## src/hdl/pncm_pkg.sv

```systemverilog
// shared constants, types and helpers for the palette match core
package pncm_pkg;

  localparam int PALETTE_DEPTH = 256;
  localparam int IDX_W = $clog2(PALETTE_DEPTH);
  localparam int COLOUR_W = 24;
  localparam int ENTRY_IDX_W = 8;
  localparam int CMD_W = 2;
  localparam int BPP_W = 4;
  localparam int CFG_IDX_W = 1;
  localparam int CFG_DATA_W = 4;
  localparam int DIST_W = 18;
  localparam int MATCH_LIMIT = 1024;
  localparam int LIMIT_W = 11;

  localparam logic [CMD_W-1:0] CMD_WRITE  = 2'd0;
  localparam logic [CMD_W-1:0] CMD_MATCH  = 2'd1;
  localparam logic [CMD_W-1:0] CMD_LOOKUP = 2'd2;

  localparam logic [CFG_IDX_W-1:0] CFG_BPP     = 1'd0;
  localparam logic [CFG_IDX_W-1:0] CFG_PRESENT = 1'd1;

  localparam logic [BPP_W-1:0] BPP_RESET = 4'd8;

  typedef struct packed {
    logic             valid;
    logic             last;
    logic [IDX_W-1:0] idx;
  } pncm_tag_t;

  // highest palette index in use for a given pixel depth
  function automatic logic [IDX_W-1:0] last_index(input logic [BPP_W-1:0] bpp);
    logic [9:0] n;
    if (bpp >= 4'd9) begin
      n = 10'd512;
    end else begin
      n = 10'd1 << bpp;
    end
    if (n > 10'(PALETTE_DEPTH)) begin
      n = 10'(PALETTE_DEPTH);
    end
    return IDX_W'(n - 10'd1);
  endfunction

endpackage

```

## src/hdl/pncm_dist_unit.sv

```systemverilog
// shared squared rgb distance pipeline, one entry per cycle
module pncm_dist_unit (
  input  logic                           clk,
  input  logic                           rst,
  input  logic [pncm_pkg::COLOUR_W-1:0]  colour,
  input  logic [pncm_pkg::COLOUR_W-1:0]  entry,
  input  pncm_pkg::pncm_tag_t            tag_in,
  output logic [pncm_pkg::DIST_W-1:0]    sq_dist,
  output pncm_pkg::pncm_tag_t            tag_out
);
  import pncm_pkg::*;

  logic [7:0]  dr, dg, db;
  logic [15:0] sq_r, sq_g, sq_b;
  pncm_tag_t   tag1;

  always_comb begin
    dr = (colour[23:16] > entry[23:16]) ? colour[23:16] - entry[23:16]
                                        : entry[23:16] - colour[23:16];
    dg = (colour[15:8] > entry[15:8]) ? colour[15:8] - entry[15:8]
                                      : entry[15:8] - colour[15:8];
    db = (colour[7:0] > entry[7:0]) ? colour[7:0] - entry[7:0]
                                    : entry[7:0] - colour[7:0];
  end

  always_ff @(posedge clk) begin
    sq_r <= dr * dr;
    sq_g <= dg * dg;
    sq_b <= db * db;
    sq_dist <= DIST_W'(sq_r) + DIST_W'(sq_g) + DIST_W'(sq_b);
    if (rst) begin
      tag1.valid    <= 1'b0;
      tag_out.valid <= 1'b0;
    end else begin
      tag1    <= tag_in;
      tag_out <= tag1;
    end
  end

endmodule

```

## config.mk

```make
export PLATFORM = sky130hd
export DESIGN_NAME = pncm_dist_unit
export DESIGN_NICKNAME = d
export VERILOG_FILES = /design/src/hdl/pncm_pkg.sv /design/src/hdl/pncm_dist_unit.sv
export SDC_FILE = /design/constraint.sdc
export NUM_CORES = 1
export LEC_CHECK = 0
export BUFFER_PORTS_ARGS = -buffer_cell sky130_fd_sc_hd__buf_2
export CAP_MARGIN = 5
export CORE_MARGIN = 2
export CORE_UTILIZATION = 35
export CTS_BUF_LIST = sky130_fd_sc_hd__clkbuf_8 sky130_fd_sc_hd__clkbuf_16
export DETAILED_ROUTE_END_ITERATION = 8
export GPL_ROUTABILITY_DRIVEN = 0
export PLACE_DENSITY = 0.53
export SLEW_MARGIN = 40
export SYNTH_ARGS = -nofsm -noshare
export SYNTH_HDL_FRONTEND = slang
export SYNTH_SLANG_ARGS = --single-unit
```

## constraint.sdc

```tcl
create_clock -name clk -period 7.6 [get_ports clk]
set_input_delay 1.14 -clock clk [delete_from_list [all_inputs] [get_ports clk]]
set_output_delay 1.14 -clock clk [all_outputs]
set_load 0.1 [all_outputs]
```

; Word level (Yosys, flattened, before mapping)
; Cells that the tools add are included.
[classes]
n_reduce_logical = 0
magnitude_cmp = 3
n_mul = 3
shift = 0
bitwise = 0
mux = 3
addsub = 8
div_mod_pow = 0
eq_ne = 0
[op_table]
columns = cell, count
row1 = 8-bit by 8-bit multiplier with 16-bit output, 3
row2 = 8-bit subtractor, 6
row3 = 8-bit > comparator, 3
row4 = 8-bit two-way mux, 3
row5 = 17-bit by 16-bit adder with 18-bit output, 1
row6 = 16-bit by 16-bit adder with 17-bit output, 1
[totals]
output_inout_bits = 28
mem_bits_ro = 0
register_bits = 86
latch_bits = 0
n_memories = 0
wordCells = 27
mem_bits_rw = 0

; Longest topological paths before layout
[depth]
depth_word = 3
mapped_depth = 27

; Least setup slack after synthesis
; Ideal clock, no wire load.
[synth_timing]
kind = input-to-reg
from = input port colour[16] in the netlist's numbering
to = register sq_r[12]
required_time_ns = 7.466
setup_ns = 0.134
arrival_time_ns = 6.660
slack_ns = 0.806
path_stages = 26
path_cell_list = inv_1 ha_1 inv_1 fa_1 a21o_1 a221oi_4 a21oi_4 mux2i_1 xnor2_1 buf_2 nor2_1 inv_1 fa_1 inv_1 fa_1 inv_1 fa_1 fa_1 inv_1 ha_1 inv_1 nor2_1 o31a_1 o22ai_1 and4b_1 or4b_1
[synth_between]
elab_chain_len = 3
[synth_lines]
columns = element, line_no
row1 = from (decl), pncm_dist_unit.sv:5  ; input logic [pncm_pkg::COLOUR_W-1:0] colour,
row2 = 8-bit subtractor (tied with other cells), pncm_dist_unit.sv:19  ; : entry[23:16] - colour[23:16];
row3 = 8-bit two-way mux *, pncm_dist_unit.sv:18  ; dr = (colour[23:16] > entry[23:16]) ? colour[23:16] - entry[23:16]
row4 = 8-bit by 8-bit multiplier with 16-bit output *, pncm_dist_unit.sv:27  ; sq_r <= dr * dr;
row5 = to (signal assigned), pncm_dist_unit.sv:27
row6 = to (decl), pncm_dist_unit.sv:14  ; logic [15:0] sq_r, sq_g, sq_b;
; Every way passes the cells marked *; elsewhere a longest branch is shown, timed or not.
; A chain may end at the register's enable or synchronous reset.

; Worst setup path in the final report
; Ends and elaborated chain as after synthesis.

==> metrics.csv <==
metric,value,unit
post-cts gate resize count,0,
share of the synthesized area in the top cell type,19.8,%
ys async rst share,0,%
gr usage total,13.1,%
Fin. Hold Viols,0,
WL per Instance,12.0,µm
Die W,172,µm
Synth area leaders,"fa_1, ha_1, dfxtp_1",
Critical Path Most Common Cell,inv_1,
Worst Skew,0.00585,ns
Yosys warning count,0,
Final HPWL DP,15600,µm
WS Path Type,primary input to register,
vias in the first global route,6916,
max-cap violation count,0,
post-CTS setup buffers,0,
Post-Layout Cell Count,1514,
Synth Area per Inst,9.49,µm²
TritonCTS buffer count,9,
Core Box Area,27700,µm²
number of clock sinks,83,
Die Y-Extent,172,µm
Yosys cell types,67,
Seq cells post-synth,83,
Worst R2R Setup Slack,4.71,ns
Critical Path End Type,register,
setup TNS,0,ns
clock latency at the later pin of the worst-skew pair,0.34,ns
Post-synth EDFFs,18,
via count,6944,
Final Critical Period,6.95,ns
vias per cell,4.59,
most common library cell in the layout ignoring fill and taps,inv_1,
Syn Inst Count,1036,
"Arr. time, crit path",7.18,ns
initial antenna violation count,0,
DP Cell Count,1498,
largest net degree at the start of global routing,19,
WL final,18200,µm
Max-slew headroom,48.2,%
FF-to-FF End,sq_dist[14],
register area share after synthesis,18.7,%
most frequent cells in the layout,"inv_1, ha_1, fa_1, nor2_1, buf_2",
final period utilization,91.5,%
Bufs on Longest Clock Path,2,
Worst Path Required,7.82,ns
H-Tree Level Count,3,
Reg2Reg Launch Point,sq_r[3],
first-pass GRT wire length,31700,µm
post-synthesis instance area,9830,µm²
outcome,"complete, no violations",
RSZ-0062 raised after global routing,no,
Finished Core Util,39.9,%
DRC,0,
CP endpoint,sq_r[12],
crit-path max FO,9,
crit path from,colour[16],
FP Rows,61,
worst-margin pin slew,0.771,ns
Worst-path clk slew,0.07,ns
CTS tree,done,
worst hold path class,register to register,
hold_buf cts,0,
Root Buffer,clkbuf_16,
dominant cell type by area after synthesis,fa_1,
share of layout cells above drive strength 1,14.9,%
multi-input logic area,7110,µm²
prevailing post-synth register cell,dfxtp_1,
Die ar.,29400,µm²
Port Buf Inserts,87,
total gr overflow,0,
Final Net Count,1437,
Area Growth Syn to Fin,12.4,%
final antenna-violating net count,0,
hold_sp,tag1[8],
R2R depth,9,
Fmax,144,MHz
final count of pins violating max slew,0,
I/O pin cnt,88,
Slowest cell on crit path,or4b_1,
first-pass iteration count of the detailed router,5,
final setup fails,0,
Storage cell area,1840,µm²
antenna cells,0,
Starting Density,35.5,%
CP startpoint kind,primary input,
Crit path largest cell delay,0.51,ns
Initial DRC Count,220,
fill cell total of the finished layout,2768,
worst max-delay path: cells and delay by family:
kind / cells / cell delay, ns
buffers and inverters: 6 / 0.36
muxes: 1 / 0.26
and+or+nand+nor: 4 / 0.90
adders and majority gates: 7 / 2.56
AOI/OAI and AO/OA: 6 / 1.56
xor gates and xnor gates: 1 / 0.40
final cells by class:
class                      instances  area share (%)
inverter                         202            6.86
clock inverter                     6           0.657
timing repair buffer             102            4.96
sequential                        83            16.7
clock buffer                      10            2.26
multi-input combinational        733            64.3
tap                              378            4.28
cell usage after synthesis (3+ instances only):
library cell,count
a21oi_1,59
or2_2,13
ha_1,149
xnor2_1,46
and4_1,4
or2_1,6
dfxtp_1,65
nor2_2,6
nor4b_1,3
nor3_1,13
and3_1,3
nand4_1,8
mux2i_4,3
a31oi_1,7
mux2i_1,15
buf_6,4
nand3b_1,8
a21o_1,32
buf_2,5
nor2_1,96
a31o_2,3
buf_4,5
nand3_1,3
a21oi_4,3
xor2_2,4
fa_1,97
o21bai_1,6
nor2b_1,6
clkbuf_1,6
o31a_1,3
o21ai_0,21
edfxtp_1,18
o21a_1,6
nand2_1,30
o22ai_1,5
a221oi_1,3
xnor2_2,3
xor2_1,19
inv_1,200
nand2b_1,10
a211oi_1,4
metrics by stage:
step | worst slack, ns | area, µm² | hold slack (ns)
2_1_floorplan | 0.806 | 9840 | 0.400
3_3_place_gp | 0.343 | 10700 | 0.400
3_5_place_dp | 0.265 | 10700 | 0.406
4_1_cts | 0.640 | 11100 | 0.421
5_1_grt | 0.143 | 11100 | 0.430
6_report | 0.647 | 11100 | 0.420
sequential cells by signal (all words and copies together) (netlist names):
name / flops
sq_dist: 18
sq_b: 15
sq_g: 15
sq_r: 15
tag1: 10
tag_out: 10
layer usage:
metal / up-vias / track usage [%] / wire (µm)
li1: 3555 / - / -
met1: 3273 / 18.6 / 9190
met2: 102 / 21.2 / 8270
met3: 14 / 1.89 / 584
met4: 0 / 2.47 / 158
met5: - / 0 / 0
kinds of logic after synthesis:
| group | share of synthesized area (%) |
|---|---|
| adder cells (fa/ha/maj) | 38.7 |
| other | 0.0382 |
| multiplexers | 2.35 |
| flip-flops | 18.7 |
| AO/OA/AOI/OAI | 12.1 |
| buffers and inverters | 9.04 |
| XOR/XNOR | 8.07 |
| AND/OR/NAND/NOR | 11.0 |
worst min-delay path by stage:
stage	slack [ns]	cells past startpoint	to
floorplan	0.40	0	tag_out[0]
global route	0.43	0	tag_out[8]
global placement	0.40	0	tag_out[1]
CTS	0.42	0	tag_out[8]
detailed placement	0.41	0	tag_out[8]
finish	0.42	0	tag_out[8]
Power is left out: the tool's default activity adds up to more than one toggle a clock period on the data nets, which glitch-free logic cannot reach.
