$ cat config.mk
export PLATFORM = sky130hd
export DESIGN_NAME = pncm_seq
export DESIGN_NICKNAME = d
export VERILOG_FILES = /design/src/hdl/pncm_pkg.sv /design/src/hdl/pncm_seq.sv
export SDC_FILE = /design/constraint.sdc
export NUM_CORES = 1
export LEC_CHECK = 0
export BUFFER_PORTS_ARGS = -buffer_cell sky130_fd_sc_hd__buf_4
export CAP_MARGIN = 5
export CORE_MARGIN = 2
export CORE_UTILIZATION = 28
export CTS_CLUSTER_SIZE = 20
export DETAILED_ROUTE_END_ITERATION = 7
export PLACE_DENSITY = 0.63
export SETUP_SLACK_MARGIN = 0.3
export SYNTH_ARGS = -nofsm -noshare
export SYNTH_HDL_FRONTEND = slang
export SYNTH_SLANG_ARGS = --single-unit
$ cat constraint.sdc
create_clock -name clk -period 3.52 [get_ports clk]
set_input_delay 0 -clock clk [delete_from_list [all_inputs] [get_ports clk]]
set_output_delay 0 -clock clk [all_outputs]
set_load 0.01 [all_outputs]
$ cat src/hdl/pncm_pkg.sv
// shared constants, types and helpers for the palette match core
package pncm_pkg;

  localparam int PALETTE_DEPTH = 256;
  localparam int IDX_W = $clog2(PALETTE_DEPTH);
  localparam int COLOUR_W = 24;
  localparam int ENTRY_IDX_W = 8;
  localparam int CMD_W = 2;
  localparam int BPP_W = 4;
  localparam int CFG_IDX_W = 1;
  localparam int CFG_DATA_W = 4;
  localparam int DIST_W = 18;
  localparam int MATCH_LIMIT = 1024;
  localparam int LIMIT_W = 11;

  localparam logic [CMD_W-1:0] CMD_WRITE  = 2'd0;
  localparam logic [CMD_W-1:0] CMD_MATCH  = 2'd1;
  localparam logic [CMD_W-1:0] CMD_LOOKUP = 2'd2;

  localparam logic [CFG_IDX_W-1:0] CFG_BPP     = 1'd0;
  localparam logic [CFG_IDX_W-1:0] CFG_PRESENT = 1'd1;

  localparam logic [BPP_W-1:0] BPP_RESET = 4'd8;

  typedef struct packed {
    logic             valid;
    logic             last;
    logic [IDX_W-1:0] idx;
  } pncm_tag_t;

  // highest palette index in use for a given pixel depth
  function automatic logic [IDX_W-1:0] last_index(input logic [BPP_W-1:0] bpp);
    logic [9:0] n;
    if (bpp >= 4'd9) begin
      n = 10'd512;
    end else begin
      n = 10'd1 << bpp;
    end
    if (n > 10'(PALETTE_DEPTH)) begin
      n = 10'(PALETTE_DEPTH);
    end
    return IDX_W'(n - 10'd1);
  endfunction

endpackage

$ cat src/hdl/pncm_seq.sv
// command sequencer: palette writes, lookups and the match scan
module pncm_seq (
  input  logic                              clk,
  input  logic                              rst,
  input  logic                              in_valid,
  output logic                              in_ready,
  input  logic [pncm_pkg::CMD_W-1:0]        in_cmd,
  input  logic [pncm_pkg::ENTRY_IDX_W-1:0]  in_index,
  input  logic [pncm_pkg::COLOUR_W-1:0]     in_colour,
  input  logic [pncm_pkg::BPP_W-1:0]        bpp,
  input  logic                              present,
  output logic                              ram_we,
  output logic [pncm_pkg::IDX_W-1:0]        ram_waddr,
  output logic [pncm_pkg::IDX_W-1:0]        ram_raddr,
  input  logic [pncm_pkg::COLOUR_W-1:0]     ram_rdata,
  output logic [pncm_pkg::COLOUR_W-1:0]     colour,
  output pncm_pkg::pncm_tag_t               issue_tag,
  input  logic [pncm_pkg::DIST_W-1:0]       sq_dist,
  input  pncm_pkg::pncm_tag_t               dist_tag,
  output logic                              res_valid,
  output logic [pncm_pkg::COLOUR_W-1:0]     res_data,
  input  logic                              res_ready
);
  import pncm_pkg::*;

  localparam logic [2:0] S_IDLE  = 3'd0;
  localparam logic [2:0] S_SCAN  = 3'd1;
  localparam logic [2:0] S_DRAIN = 3'd2;
  localparam logic [2:0] S_LOOK  = 3'd3;
  localparam logic [2:0] S_LOOKW = 3'd4;
  localparam logic [2:0] S_FIN   = 3'd5;

  logic [2:0]          state, state_next;
  logic [IDX_W-1:0]    addr;
  logic [IDX_W-1:0]    last_idx;
  logic [IDX_W-1:0]    best_idx;
  logic [LIMIT_W-1:0]  best_dist;
  logic                closer;
  logic                accept;
  logic [ENTRY_IDX_W-1:0] clamp_idx;

  assign last_idx  = last_index(bpp);
  assign in_ready  = (state == S_IDLE);
  assign accept    = in_valid && in_ready;
  assign ram_we    = accept && (in_cmd == CMD_WRITE) &&
                     ({1'b0, in_index} < 9'(PALETTE_DEPTH));
  assign ram_waddr = IDX_W'(in_index);
  assign ram_raddr = addr;
  assign res_valid = (state == S_FIN);
  assign clamp_idx = (in_index > ENTRY_IDX_W'(last_idx)) ? ENTRY_IDX_W'(last_idx) : in_index;
  assign closer    = dist_tag.valid && (sq_dist < DIST_W'(best_dist));

  always_comb begin
    state_next = state;
    case (state)
      S_IDLE: begin
        if (accept && (in_cmd == CMD_MATCH || in_cmd == CMD_LOOKUP)) begin
          if (!present) begin
            state_next = S_FIN;
          end else if (in_cmd == CMD_MATCH) begin
            state_next = S_SCAN;
          end else begin
            state_next = S_LOOK;
          end
        end
      end
      S_SCAN: begin
        if (addr == last_idx) begin
          state_next = S_DRAIN;
        end
      end
      S_DRAIN: begin
        if (dist_tag.valid && dist_tag.last) begin
          state_next = S_FIN;
        end
      end
      S_LOOK:  state_next = S_LOOKW;
      S_LOOKW: state_next = S_FIN;
      S_FIN: begin
        if (res_ready) begin
          state_next = S_IDLE;
        end
      end
      default: state_next = S_IDLE;
    endcase
  end

  always_ff @(posedge clk) begin
    if (rst) begin
      state           <= S_IDLE;
      issue_tag.valid <= 1'b0;
    end else begin
      state           <= state_next;
      issue_tag.valid <= (state == S_SCAN);
    end
    issue_tag.last <= (addr == last_idx);
    issue_tag.idx  <= addr;

    if (closer) begin
      best_dist <= LIMIT_W'(sq_dist);
      best_idx  <= dist_tag.idx;
    end

    case (state)
      S_IDLE: begin
        if (accept) begin
          colour    <= in_colour;
          best_dist <= LIMIT_W'(MATCH_LIMIT);
          best_idx  <= last_idx;
          res_data  <= '0;
          if (in_cmd == CMD_LOOKUP) begin
            addr <= IDX_W'(clamp_idx);
          end else begin
            addr <= '0;
          end
        end
      end
      S_SCAN: begin
        addr <= addr + 1'b1;
      end
      S_DRAIN: begin
        if (dist_tag.valid && dist_tag.last) begin
          res_data <= COLOUR_W'(closer ? dist_tag.idx : best_idx);
        end
      end
      S_LOOKW: begin
        res_data <= ram_rdata;
      end
      default: begin
      end
    endcase
  end

endmodule

Word level (Yosys, flattened, before mapping)
Index checks and enable logic that the tools add are counted.

Output and inout bits: 77. Word-level logic and storage cells: 66. Bits in registers: 88. Latch bits: 0. Memory bits (writable): 0. Bits of input ports: 95. Bits in read-only memories: 0. Memories: 0.

Mux-type cells: 23. Div/mod/pow operators: 0. Shifts and indexed selects: 1. Reductions and logical operators: 14. Eq/ne operators: 13. Multiply operators: 0. Bitwise operators: 0. $lt $le $gt $ge: 4. Add/subtract/negate cells: 2.

Operators with widths (count): $pmux 24 s3 (1); $mux 8 (8); $mux 24 (2); $mux 11 (3); $lt 18x11->1 (1); $pmux 3 s6 (1); $pmux 8 s2 (1); $mux 3 (5); $gt 10x9->1 const B (1); $mux 10 (1); $shl 1x4->10 const A (1); $add 8x1->8 const B (1); $eq 8x8->1 (1); $gt 8x8->1 (1); $sub 8x1->8 const B (1); $eq 3x2->1 const B (2); $eq 3x3->1 const B (2); $ne 2x1->1 const B (3); $logic_and 1x1->1 (5); $ge 4x4->1 const B (1); $ne 2x2->1 const B (2); $reduce_and 2->1 (2); $reduce_and 4->1 (1); $eq 3x1->1 const B (1); 9 further kinds (9).

Longest topological paths before layout
Depth in word-level cells: 10. Depth in mapped cells: 18. Depth with buffers taken out: 15.

Least setup slack after synthesis
Ideal clock, no wire load.

Kind: input-to-reg. Start point: input bpp[2] (netlist name). End point: register addr[1], in the netlist ram_raddr[1], data pin. Slack: 0.053 ns. Arrival: 3.206 ns. Required time: 3.259 ns. Library setup time: 0.261 ns. Stages on the path: 17. Buffers on the path: 3. Cell sequence: buf_6 > or4_4 > buf_6 > ha_1 > buf_2 > nor3_1 > mux2i_1 > o21ai_1 > inv_1 > ha_1 > and3_1 > o21ai_1 > a32oi_1 > maj3_1 > o211a_2 > or2_1 > a221o_1.

Longest elaborated chain between the ends: 10. Elaborated cells on any way between the ends: 11. Those cells by class: add/sub (1); order compare (3); shift (1); mux (6).

RTL lines: start, declared (RTL line pncm_seq.sv:10) `input logic [pncm_pkg::BPP_W-1:0] bpp,`; $ge 4x4->1 or $shl 1x4->10 (tied branches) (RTL line pncm_pkg.sv:34, pncm_pkg.sv:37); $mux 10 * (RTL line pncm_pkg.sv:34) `if (bpp >= 4'd9) begin`; $gt 10x9->1 (RTL line pncm_pkg.sv:39) `if (n > 10'(PALETTE_DEPTH)) begin`; $mux 8 * (RTL line pncm_pkg.sv:39); $sub 8x1->8 * (RTL line pncm_pkg.sv:42) `return IDX_W'(n - 10'd1);`; $gt 8x8->1 (RTL line pncm_seq.sv:50) `assign clamp_idx = (in_index > ENTRY_IDX_W'(last_idx)) ? ENTRY_IDX_W'(last_idx) : in_index;`; $mux 8 * (RTL line pncm_seq.sv:50); $mux 8 * (RTL line pncm_seq.sv:111) `if (in_cmd == CMD_LOOKUP) begin`; $mux 8 * (RTL line pncm_seq.sv:106) `if (accept) begin`; $pmux 8 s2 * (RTL line pncm_seq.sv:104) `case (state)`; end signal, assigned (RTL line pncm_seq.sv:112) `addr <= IDX_W'(clamp_idx);`; end signal, assigned (RTL line pncm_seq.sv:119) `addr <= addr + 1'b1;`; end, declared (RTL line pncm_seq.sv:34) `logic [IDX_W-1:0] addr;`.

Mark *: on every way between the ends. The rest lies on a longest branch, timed or not. The select of a mux whose other input is x is not followed. A chain may end at the register's enable or synchronous reset.

Worst setup path in the final report
Start point: input bpp[1] (netlist name). End point: register addr[1], in the netlist ram_raddr[1], data pin.

The elaborated chain is that of the path after synthesis.

==> impl_results.md <==
* Status: complete, no violations
* RR Endpoint: best_dist[8]
* Die width at 126.2 µm
* Grt total ovfl at 0
* Reg-to-Reg Start: best_dist[3]
* Core area at 0.01459 mm²
* Fin. max-slew vios at 0
* Worst-margin pin slew at 870.8 ps
* Ant. Diodes at 0
* VDD IR-drop max at 0.0002498 V
* 1st-iter DRT viols at 160
* Synth Area in XOR/XNOR at 3.110%
* Fmax achieved at 328.2 MHz
* Number of enable flip-flop cells after synthesis at 56
* First-pass detailed-route iteration total at 4
* Initial Util at 28.68%
* Die span in y at 126.2 µm
* Post-detailed-route via-to-cell ratio at 4.644
* Final Instance Count excl. Fillers at 781
* Num rows at 44
* Placed Cells at 696
* Antenna violations before repair at 0
* PwrDens at 658.2 mW/mm²
* Ys flop type: edfxtp_1
* Simple-gate share of the synthesized area at 13.55%
* CTS tree: done
* IO buf count at 171
* Max Buffers Root-to-Sink at 2
* RePlAce Congestion at 0.8365
* Detail Placement HPWL at 8.859 mm
* Hold WC Path Type: input port to flop
* WHS Path Cells at 3
* Final TNS setup at 0 ps
* # IOs at 172
* Tmin final at 3047 ps
* Drt wl/cell at 16.16 µm
* Worst setup SP type: input port
* Synth Area in Compound Gates at 10.92%
* Leak pwr at 2.793 nW
* Final wirelength at 12.62 mm
* Die ar. at 0.01594 mm²
* Total GRT Usage at 15.89%
* RSZ-0062 raised after global routing: false
* Sink Count at 88
* Worst skew pair latency at 340 ps
* Hold Path Origin: ram_rdata[0]
* Final worst slack at 473.5 ps
* H-tree levels at 3
* Yosys warns at 0
* Main combinational cell family by area after synthesis: simple AND/OR/NAND/NOR gates
* Hold Fails Final Rpt at 0
* Kind of critical path: input port to flop
* Layout Utilization at 45.50%
* Max_slew headroom at 41.56%
* Critical-path maximum fanout at 13
* Layout Skew at 7.013 ps
* DRC at 0
* Post-synthesis sequential area ratio at 55.50%
* Max-cap violation count at 0
* Final ANT Viol Nets at 0
* R2R setup slack at 700 ps
* Worst Setup End Kind: flop
* Hold Path End: res_data[0]
* Tcrit/Tclk final at 86.55%
* Clock slew at the register clock pins of the worst setup and hold paths at 60 ps
* Routed vias at 3627
* First-pass GRT wire length at 19.67 mm
* Avg Inst Size Synth at 11.69 µm²
* Final Net Count at 707
* FFs w/ async S/R, synth at 0%
* Vias in the first global route at 3776
* Mux cell area share after synthesis at 5.263%
* Cell count of the worst reg-to-reg path at 10
* Clock root cell: clkbuf_16
* Dpl ws at 57.08 ps
* Pin count of the biggest net entering global routing at 37
* Cells after Synth at 358
* Syn nets at 473
* Flops & latches, synth at 88
* Layout cell share with drive strength beyond 1 at 35.85%
* Inserted Clock Buffers at 9
* CP arrival at 3140 ps
* Adder-Cell Fraction of Synth Area at 6.220%
* FILL cells at 1344
* Area of the mapped netlist at 0.004184 mm²
* Worst EP required at 3620 ps
* Library cells used by synthesis at 56
* Area Overhead vs Synth at 58.64%
* Setup violators final at 0
==> cells in the mapped netlist, drive strengths merged (2+ instances only) <==
| library cell | instances | area share [%] |
|---|---|---|
| a21o | 4 | 0.72 |
| a21oi | 18 | 2.2 |
| a32oi | 2 | 0.60 |
| and2 | 18 | 2.7 |
| and3 | 6 | 0.90 |
| buf | 17 | 2.9 |
| clkbuf | 8 | 0.72 |
| dfxtp | 32 | 15 |
| edfxtp | 56 | 40 |
| ha | 20 | 6.0 |
| inv | 20 | 1.8 |
| mux2i | 22 | 5.3 |
| nand2 | 19 | 1.8 |
| nand3 | 8 | 0.96 |
| nand3b | 2 | 0.36 |
| nand4b | 2 | 0.42 |
| nor2 | 22 | 2.0 |
| nor3 | 12 | 1.7 |
| nor3b | 3 | 0.54 |
| nor4 | 2 | 0.30 |
| o21a | 6 | 1.1 |
| o21ai | 15 | 1.8 |
| o21bai | 3 | 0.54 |
| o31ai | 3 | 0.87 |
| o32ai | 5 | 1.0 |
| xnor2 | 6 | 1.3 |
| xor2 | 8 | 1.9 |
==> report_power, final <==
part | total (mW) | switching, mW | internal (mW)
sequential | 1.83 | 0.244 | 1.59
combinational | 1.61 | 0.832 | 0.779
clock | 0.928 | 0.380 | 0.548
==> cells by family after synthesis <==
group                    count (synthesis)
XOR/XNOR                                14
buffers and inverters                   45
flip-flops                              88
AO/OA/AOI/OAI                           65
multiplexers                            22
adder cells (fa/ha/maj)                 21
AND/OR/NAND/NOR                        103
==> per-layer routing <==
layer | wire, µm | GRT usage, %
met5 | 0 | 0
met4 | 308 | 7.240
met3 | 918 | 3.781
met2 | 6004 | 26.66
met1 | 5390 | 19.35
==> critical path, cell delays in order <==
cell	delay [ps]
buf_4	140
or4_4	570
ha_4	220
nor3_4	200
mux2i_1	100
o21ai_2	150
inv_1	80
ha_1	300
and3_1	160
o21ai_1	80
a32oi_1	80
maj3_2	340
o211a_4	200
or2_1	230
a221o_1	290
==> through the flow <==
stage | instance area, µm² | power [mW] | hold WS (ps)
2_1_floorplan | 4229 | 2.560 | 72.38
3_3_place_gp | 5664 | 3.386 | 178.8
3_5_place_dp | 5664 | 3.412 | 180.2
4_1_cts | 6619 | 4.421 | 6.292
5_1_grt | 6638 | 4.621 | 19.62
6_report | 6638 | 4.369 | 16.42
==> flip-flops by register name, indices dropped and copies added (netlist names) <==
signal / count
state: 3
res_data: 24
best_idx: 8
best_dist: 11
colour: 24
ram_raddr: 8
issue_tag: 10
==> cells in the final DEF, fill, tap and decap left out, types with 3 or more instances in the layout <==
cell type and n:
a21oi_1 16, o32ai_1 5, buf_4 181, inv_1 20, o21ai_1 10, and2_1 18, o21a_1 6, o21ai_0 4
and3_1 6, nand3_1 8, nor3_1 10, ha_1 19, edfxtp_1 56, nand2_1 17, xnor2_1 6, dfxtp_1 32
a21o_1 4, clkbuf_1 3, clkbuf_16 9, nor2_1 22, xor2_1 7, dlygate4sd3_1 67, o21bai_1 3, mux2i_1 22
==> timing repair <==
item | in CTS | in global routing
setup buffers | 0 | 2
endpoints found under the hold margin | 69 | 0
gates resized for setup | 0 | 1
hold buffers | 67 | 0
endpoints found under the setup margin | 0 | 4
==> layout make-up <==
| type | count | area [µm²] | area share (%) |
|---|---|---|---|
| sequential | 88 | 2322 | 34.99 |
| tap | 184 | 230.2 | 3.468 |
| clock inverter | 4 | 47.55 | 0.7163 |
| inverter | 20 | 75.07 | 1.131 |
| timing repair buffer | 248 | 2029 | 30.57 |
| clock buffer | 12 | 236.5 | 3.563 |
| multi-input combinational | 225 | 1697 | 25.56 |
==> how the worst max path moves through the flow <==
| stage | start | end | slack, ps |
|---|---|---|---|
| after floorplan | bpp[2] | ram_raddr[1] | 250 |
| after global placement | bpp[1] | ram_raddr[1] | 150 |
| after detailed placement | bpp[1] | ram_raddr[1] | 60 |
| after CTS | bpp[1] | ram_raddr[1] | 420 |
| after global routing | bpp[1] | ram_raddr[1] | 300 |
| final | bpp[1] | ram_raddr[1] | 470 |
No activity file was read; power rests on OpenSTA's default activity.
